--- config.mk ---
export PLATFORM = sky130hd
export DESIGN_NAME = lpmt_rem
export DESIGN_NICKNAME = d
export VERILOG_FILES = /design/src/lpmt_pkg.sv /design/src/lpmt_rem.sv
export SDC_FILE = /design/constraint.sdc
export NUM_CORES = 1
export LEC_CHECK = 0
export BUFFER_PORTS_ARGS = -buffer_cell sky130_fd_sc_hd__buf_2
export CORE_MARGIN = 5
export CORE_UTILIZATION = 30
export DETAILED_ROUTE_END_ITERATION = 6
export PLACE_DENSITY_LB_ADDON = 0.12
export SLEW_MARGIN = 20
export SYNTH_ARGS = -nofsm -noshare
export SYNTH_HDL_FRONTEND = slang
export SYNTH_SLANG_ARGS = --single-unit
--- constraint.sdc ---
create_clock -name clk -period 4.5 [get_ports clk]
set_clock_uncertainty 0.15 [all_clocks]
set_input_delay 0.45 -clock clk [delete_from_list [all_inputs] [get_ports clk]]
set_output_delay 0.45 -clock clk [all_outputs]
set_load 0.1 [all_outputs]
--- src/lpmt_pkg.sv ---
// shared constants and types of the linear probing map table
package lpmt_pkg;

  localparam int TABLE_DEPTH = 1024;
  localparam int SLOT_W      = $clog2(TABLE_DEPTH);
  localparam int NUM_W       = SLOT_W + 1;
  localparam int KEY_W       = 31;
  localparam int VAL_W       = 32;
  localparam int TSIZE_W     = 11;
  localparam int CNT_W       = $clog2(KEY_W);
  localparam int CFG_ADDR_W  = 3;
  localparam int CFG_DATA_W  = 32;

  localparam logic [TSIZE_W-1:0] TSIZE_RESET = 11'd1024;

  // register index taken from paddr above the byte offset
  localparam logic REG_TABLE_SIZE = 1'b0;

  localparam logic [1:0] REQ_LOOKUP = 2'd0;
  localparam logic [1:0] REQ_CREATE = 2'd1;
  localparam logic [1:0] REQ_REMOVE = 2'd2;

  localparam logic [1:0] STAT_OK        = 2'd0;
  localparam logic [1:0] STAT_NOT_FOUND = 2'd1;
  localparam logic [1:0] STAT_EXISTS    = 2'd2;
  localparam logic [1:0] STAT_FULL      = 2'd3;

  typedef struct packed {
    logic             ever_used;
    logic             live;
    logic [KEY_W-1:0] key;
    logic [VAL_W-1:0] value;
  } slot_t;

  typedef enum logic [2:0] {
    S_CLEAR,
    S_IDLE,
    S_DIV,
    S_READ,
    S_CHECK,
    S_DONE
  } state_t;

endpackage

--- src/lpmt_rem.sv ---
// iterative remainder unit: one dividend bit per cycle
module lpmt_rem (
  input  logic                         clk,
  input  logic                         rst,
  input  logic                         start,
  input  logic [lpmt_pkg::KEY_W-1:0]   dividend,
  input  logic [lpmt_pkg::NUM_W-1:0]   divisor,
  output logic                         done,
  output logic [lpmt_pkg::SLOT_W-1:0]  rem
);

  logic                        busy;
  logic [lpmt_pkg::CNT_W-1:0]  cnt;
  logic [lpmt_pkg::KEY_W-1:0]  quo;
  logic [lpmt_pkg::NUM_W-1:0]  div_q;
  logic [lpmt_pkg::NUM_W-1:0]  r_sh;
  logic [lpmt_pkg::NUM_W-1:0]  r_sub;
  logic [lpmt_pkg::SLOT_W-1:0] r_step;

  // restoring step: remainder stays below the divisor, so it fits the slot width
  always_comb begin
    r_sh  = {rem, quo[lpmt_pkg::KEY_W-1]};
    r_sub = r_sh - div_q;
    if (r_sh >= div_q) begin
      r_step = r_sub[lpmt_pkg::SLOT_W-1:0];
    end else begin
      r_step = r_sh[lpmt_pkg::SLOT_W-1:0];
    end
  end

  always_ff @(posedge clk) begin
    if (rst) begin
      busy <= 1'b0;
      done <= 1'b0;
    end else begin
      done <= 1'b0;
      if (start) begin
        busy <= 1'b1;
      end else if (busy && cnt == lpmt_pkg::CNT_W'(lpmt_pkg::KEY_W - 1)) begin
        busy <= 1'b0;
        done <= 1'b1;
      end
    end
  end

  always_ff @(posedge clk) begin
    if (start) begin
      quo   <= dividend;
      div_q <= divisor;
      rem   <= '0;
      cnt   <= '0;
    end else if (busy) begin
      quo <= quo << 1;
      rem <= r_step;
      cnt <= cnt + 1'b1;
    end
  end

endmodule

==> qor.txt, run 1 <==
IO Pins - 56
Area grow syn2layout - 21.44%
WP data arrival - 2.46 ns
Worst Hold Class - input port to flip-flop
Worst path cell trace - inv_1 > ha_1 > inv_1 > fa_1 > a211oi_1 > o21bai_1 > a21oi_1 > xnor2_1 > mux2i_1 > a211oi_1
# clock sinks - 59
Synth Flop Type - edfxtp_1
Status - finished, final reports clean
Slew Limit Fails - 0
Initial Util - 0.3080
Slowest-stage cell, CP - fa_1
Met3 WL post-DR - 304 µm
H-tree depth - 3
Gr ovfl total - 0
PwrDens - 387.3 mW/mm²
CTS root buffer - clkbuf_8
Min Tclk post-route - 2.365 ns
Worst-Margin Slew - 0.6521 ns
EDFF count, synth - 42
Die height - 107.6 µm
Drt initial violations - 62
Most common cell after layout, fill and taps aside - buf_2
Die Width - 107.6 µm
GRT Util Overall - 0.1063
Seq cells post-synth - 59
Vias in the first global route - 1893
CTS Hold Bufs - 0
Netlist cell types - 41
Fin util - 0.3740
Final hold viol count - 0
M1 WL - 2723 µm
Critical path class - flip-flop to flip-flop
Syn Nets - 281
Setup violators final - 0
ANT cells - 0
Max_cap viols - 0
Buf/Inv on CP - 2
WL final - 5873 µm
Fmax - 422.8 MHz
Layout cells sized above 1 - 0.3854
Setup tns final - 0 ns
Full die area - 0.01158 mm²
CP peak stage delay - 0.44 ns
Maximum VDD drop - 0.0001743 V
Worst-path clk slew - 0.07 ns
CTS tree - done
Syn. warnings - 0
Pleak - 0.001381 µW
WL met2 - 2747 µm
Synth async-reset ratio - 0
Worst setup SP type - flip-flop
Largest net degree at the start of global routing - 33
First-pass GRT wire length - 9384 µm
Core Region - 0.009284 mm²
NumNets Final - 342
TritonCTS Buffers - 9
Initial antenna violation count - 0
Worst hold margin - 0.1412 ns
RSZ-0062 raised after global routing - no
DRC viols - 0
Routed len/inst - 14.08 µm
DRT Pass-1 Iters - 4
Clock Latency Late Sink - 0.33 ns
Mean Syn Cell Area - 12.88 µm²
GPL Wtd Cong - 0.7541
Slew Limit Headroom - 0.5647
Post-CTS Setup Bufs - 0
Vias - 1818
Delay-heaviest family, CP - compound AO/OA/AOI/OAI gates
CTS resizes - 0
Crit end category - flip-flop
Period utilization - 0.5256
Synth Cell Area - 0.002859 mm²
Most frequent cells in the layout - buf_2 (55), edfxtp_1 (42), mux2_2 (30)
I/O Buffers - 55
Crit path required time - 4.59 ns
Row count - 35
Post-Synthesis Cells - 222
Top sig layer - met4
Vias per cell - 4.360
Seq/Total Area, Yosys - 0.5602
Maximum clock insertion buffer count - 2
Crit Path Max Fanout - 3
Final antenna-violating net count - 0
Post-DP HPWL - 4191 µm
-- power by group --
| group | switching, µW | total (µW) | internal, µW |
|---|---|---|---|
| Combinational | 130 | 219 | 89.4 |
| Clock | 197 | 469 | 271 |
| Sequential | 20.8 | 657 | 636 |
-- cell type report --
type / instances / area, µm²
clock buffer: 14 / 152.6
clock inverter: 2 / 35.03
fill: 997 / 5812
inverter: 17 / 63.81
multi-input combinational: 139 / 1167
sequential: 59 / 1602
tap: 129 / 161.4
timing repair buffer: 57 / 290.3
-- metal layers --
metal	global-route usage	up-vias
met5	0	-
met4	0.04328	0
met3	0.03539	10
met2	0.1670	40
met1	0.1340	829
li1	-	939
-- final timing paths --
path               from  cells after the start       end  slack (ns)
max             quo[30]                     10    rem[6]        2.13
min          divisor[8]                      1  div_q[8]        0.14
max reg2reg     quo[30]                     10    rem[6]        2.13
min reg2reg      rem[2]                      2    rem[2]        0.35
-- Yosys cell counts, drive strengths merged, types with 2 or more instances --
library cell | count | share of area
nand2 | 11 | 0.014
nand3 | 2 | 0.0035
mux2 | 31 | 0.12
xnor2 | 6 | 0.018
ha | 13 | 0.057
xor2 | 5 | 0.015
inv | 17 | 0.022
o22ai | 2 | 0.0044
o21ai | 8 | 0.019
dfxtp | 17 | 0.12
nand2b | 3 | 0.0066
clkbuf | 7 | 0.0092
a21o | 2 | 0.0057
nand4 | 3 | 0.0066
mux2i | 7 | 0.025
a21oi | 11 | 0.023
a211oi | 7 | 0.020
edfxtp | 42 | 0.44
nor2 | 14 | 0.019
o211ai | 2 | 0.0070
-- per-stage QoR --
| stage | instances | instance area (µm²) | total power, µW | setup WS, ns |
|---|---|---|---|---|
| detailed placement | 401 | 3284 | 890.0 | 2.160 |
| global route | 417 | 3472 | 1421 | 1.944 |
| CTS | 417 | 3472 | 1370 | 2.140 |
| finish | 417 | 3472 | 1345 | 2.135 |
| floorplan | 222 | 2859 | 828.8 | 1.757 |
| global placement | 401 | 3284 | 891.5 | 2.126 |
-- cell families (layout without fill, tap and decap cells) --
family	Yosys count	after routing	share of synthesized area
simple gates	41	41	0.07397
compound gates	35	35	0.08885
buf+inv	24	90	0.03151
mux	38	38	0.1479
xor+xnor	11	11	0.03370
fa+ha+maj	14	14	0.06390
flops	59	59	0.5602
-- registers in the layout (all words and copies together), names as in the netlist --
register / count
rem: 10
busy: 1
div_q: 11
quo: 31
cnt: 5
done: 1
Power figures use the tool's default switching activity.
==> run 2, diff against run 1 <==
==> constraint.sdc (replaced) <==
create_clock -name clk -period 2.4 [get_ports clk]
set_clock_uncertainty 0.15 [all_clocks]
set_input_delay 0.24 -clock clk [delete_from_list [all_inputs] [get_ports clk]]
set_output_delay 0.24 -clock clk [all_outputs]
set_load 0.1 [all_outputs]
==> qor.txt, run 2 (synthesized netlist as in run 1, its figures left out) <==
Status - finished, final reports clean
Crit end category - flip-flop
Crit Reg-Reg Startpoint - div_q[3]
Largest regs - quo: 31 flops, div_q: 11 flops, rem: 10 flops
Most common cell after layout, fill and taps aside - buf_2
Fin util - 0.4003 (+0.02628)
Die Width - 107.6 µm (unchanged)
WL final - 6065 µm (+3.3%)
Clock Latency Late Sink - 0.33 ns (about the same)
I/O Buffers - 55 (unchanged)
Gr ovfl total - 0 (unchanged)
Maximum VDD drop - 0.0002654 V (+52%)
Row count - 35 (unchanged)
First-pass GRT wire length - 9825 µm (+4.7%)
Critical path class - flip-flop to flip-flop
Min Tclk post-route - 2.228 ns (-0.1369 ns)
Area of the multi-input gates - 0.001177 mm² (+0.86%)
Power consumption - 2672 µW (+99%)
Area grow syn2layout - 29.98%
Drt initial violations - 53 (-15%)
DRC viols - 0 (unchanged)
Pleak - 0.001494 µW (+8.2%)
Setup tns final - 0 ns (unchanged)
ANT cells - 0 (unchanged)
Worst setup SP type - flip-flop
DRT Pass-1 Iters - 6 (+2)
Post-DP HPWL - 4313 µm (+2.9%)
CTS root buffer - clkbuf_8
Full die area - 0.01158 mm² (unchanged)
Maximum clock insertion buffer count - 2 (unchanged)
GRT Util Overall - 0.1110 (+0.004710)
Crit Path Max Fanout - 7 (+4)
Worst-Margin Slew - 0.5335 ns (-0.1186 ns)
IO Pins - 56 (unchanged)
Largest net degree at the start of global routing - 32 (-3.0%)
Slew Limit Fails - 0 (unchanged)
Reg2reg setup slack - 0.17 ns (-1.96 ns)
Min-Delay Startpoint - dividend[0]
Period utilization - 0.9284 (+0.4028)
Initial Util - 0.3080 (unchanged)
Crit. Startpoint - div_q[3]
Met3 WL post-DR - 383 µm (+26%)
WL met2 - 2883 µm (+5.0%)
Initial antenna violation count - 0 (unchanged)
Fmax - 448.8 MHz (+6.1%)
Routed len/inst - 13.85 µm (-1.7%)
Crit path required time - 2.50 ns (-2.09 ns)
Worst Hold Class - input port to flip-flop
Most frequent cells in the layout - buf_2 (55), edfxtp_1 (42), mux2_2 (30)
Top sig layer - met4
Final hold viol count - 0 (unchanged)
Die height - 107.6 µm (unchanged)
WP data arrival - 2.33 ns (-0.13 ns)
Slew Limit Headroom - 0.6430 (+0.07832)
M1 WL - 2739 µm (+0.59%)
GPL Wtd Cong - 0.7753 (+2.8%)
Max_cap viols - 0 (unchanged)
TritonCTS Buffers - 9 (unchanged)
Sequential cell area - 0.001614 mm² (+0.78%)
Core Region - 0.009284 mm² (unchanged)
PwrDens - 719.0 mW/mm² (+86%)
Number of flip-flops in the largest register - 31 (unchanged)
Fillers - 918 (-7.9%)
NumNets Final - 363 (+6.1%)
# clock sinks - 59 (unchanged)
Vias in the first global route - 1980 (+4.6%)
RSZ-0062 raised after global routing - no
Final antenna-violating net count - 0 (unchanged)
Most flops, register - quo
Worst-path clk slew - 0.07 ns (about the same)
Setup violators final - 0 (unchanged)
H-tree depth - 3 (unchanged)
Layout cells sized above 1 - 0.4369 (+0.05148)
CTS tree - done
Vias per cell - 4.395 (+0.81%)
Vias - 1925 (+5.9%)
[run 2: changes by cell type in the layout (fill, tap and decap cells not counted), sizes merged]
| cell | previous run | this run |
|---|---|---|
| buf | 57 | 66 |
| bufinv | 1 | 2 |
| clkbuf | 14 | 11 |
| clkinv | 1 | 2 |
| clkinvlp | 0 | 1 |
| dlygate4sd3 | 0 | 12 |
[run 2: per-layer routing]
layer,up-vias,GRT usage
li1,977,-
met1,895,0.1371
met2,47,0.1745
met3,6,0.04619
met4,0,0.03787
met5,-,0
[run 2: critical path, stage by stage, from the launching register on]
cell      delay (ns)
edfxtp_1        0.33
inv_1           0.06
ha_2            0.38
o211ai_2        0.11
a21oi_2         0.18
o21ai_2         0.13
o21ai_4         0.28
mux2_4          0.33
a211oi_2        0.20
[run 2: worst paths after layout]
path             to  depth (start not counted)
max          rem[0]                          8
min          quo[0]                          2
max reg2reg  rem[0]                          8
min reg2reg  rem[9]                          1
[run 2: layout make-up]
cell class | count | area share
flip-flops and latches | 59 | 0.4343
multi-input cells | 139 | 0.3168
inverters | 17 | 0.01717
well taps | 129 | 0.04343
clock inverters | 5 | 0.02088
repair buffers | 78 | 0.1320
clock buffers | 11 | 0.03535
[run 2: power by group]
part           total, µW  switching, µW  leakage (µW)  internal (µW)
registers           1230           36.2      0.000563           1190
clock network        992            409      0.000103            582
logic                450            253      0.000828            198
total               2670            698       0.00149           1970
[run 2: repair_timing]
action / in CTS / in global routing
endpoints found under the setup margin: 0 / 4
hold buffers: 12 / 0
buffers inserted: 0 / 3
gates resized for setup: 0 / 3
hold endpoints to repair: 12 / 0
[run 2: per-stage QoR]
step,hold WS [ns],worst slack (ns),area [µm²],cells
2_1_floorplan,0.1693,0.004495,2872,222
3_3_place_gp,0.2664,0.08471,3354,407
3_5_place_dp,0.2688,0.06941,3354,407
4_1_cts,0.02137,0.01586,3684,435
5_1_grt,0.02960,0.01502,3716,438
6_report,0.04419,0.1718,3716,438
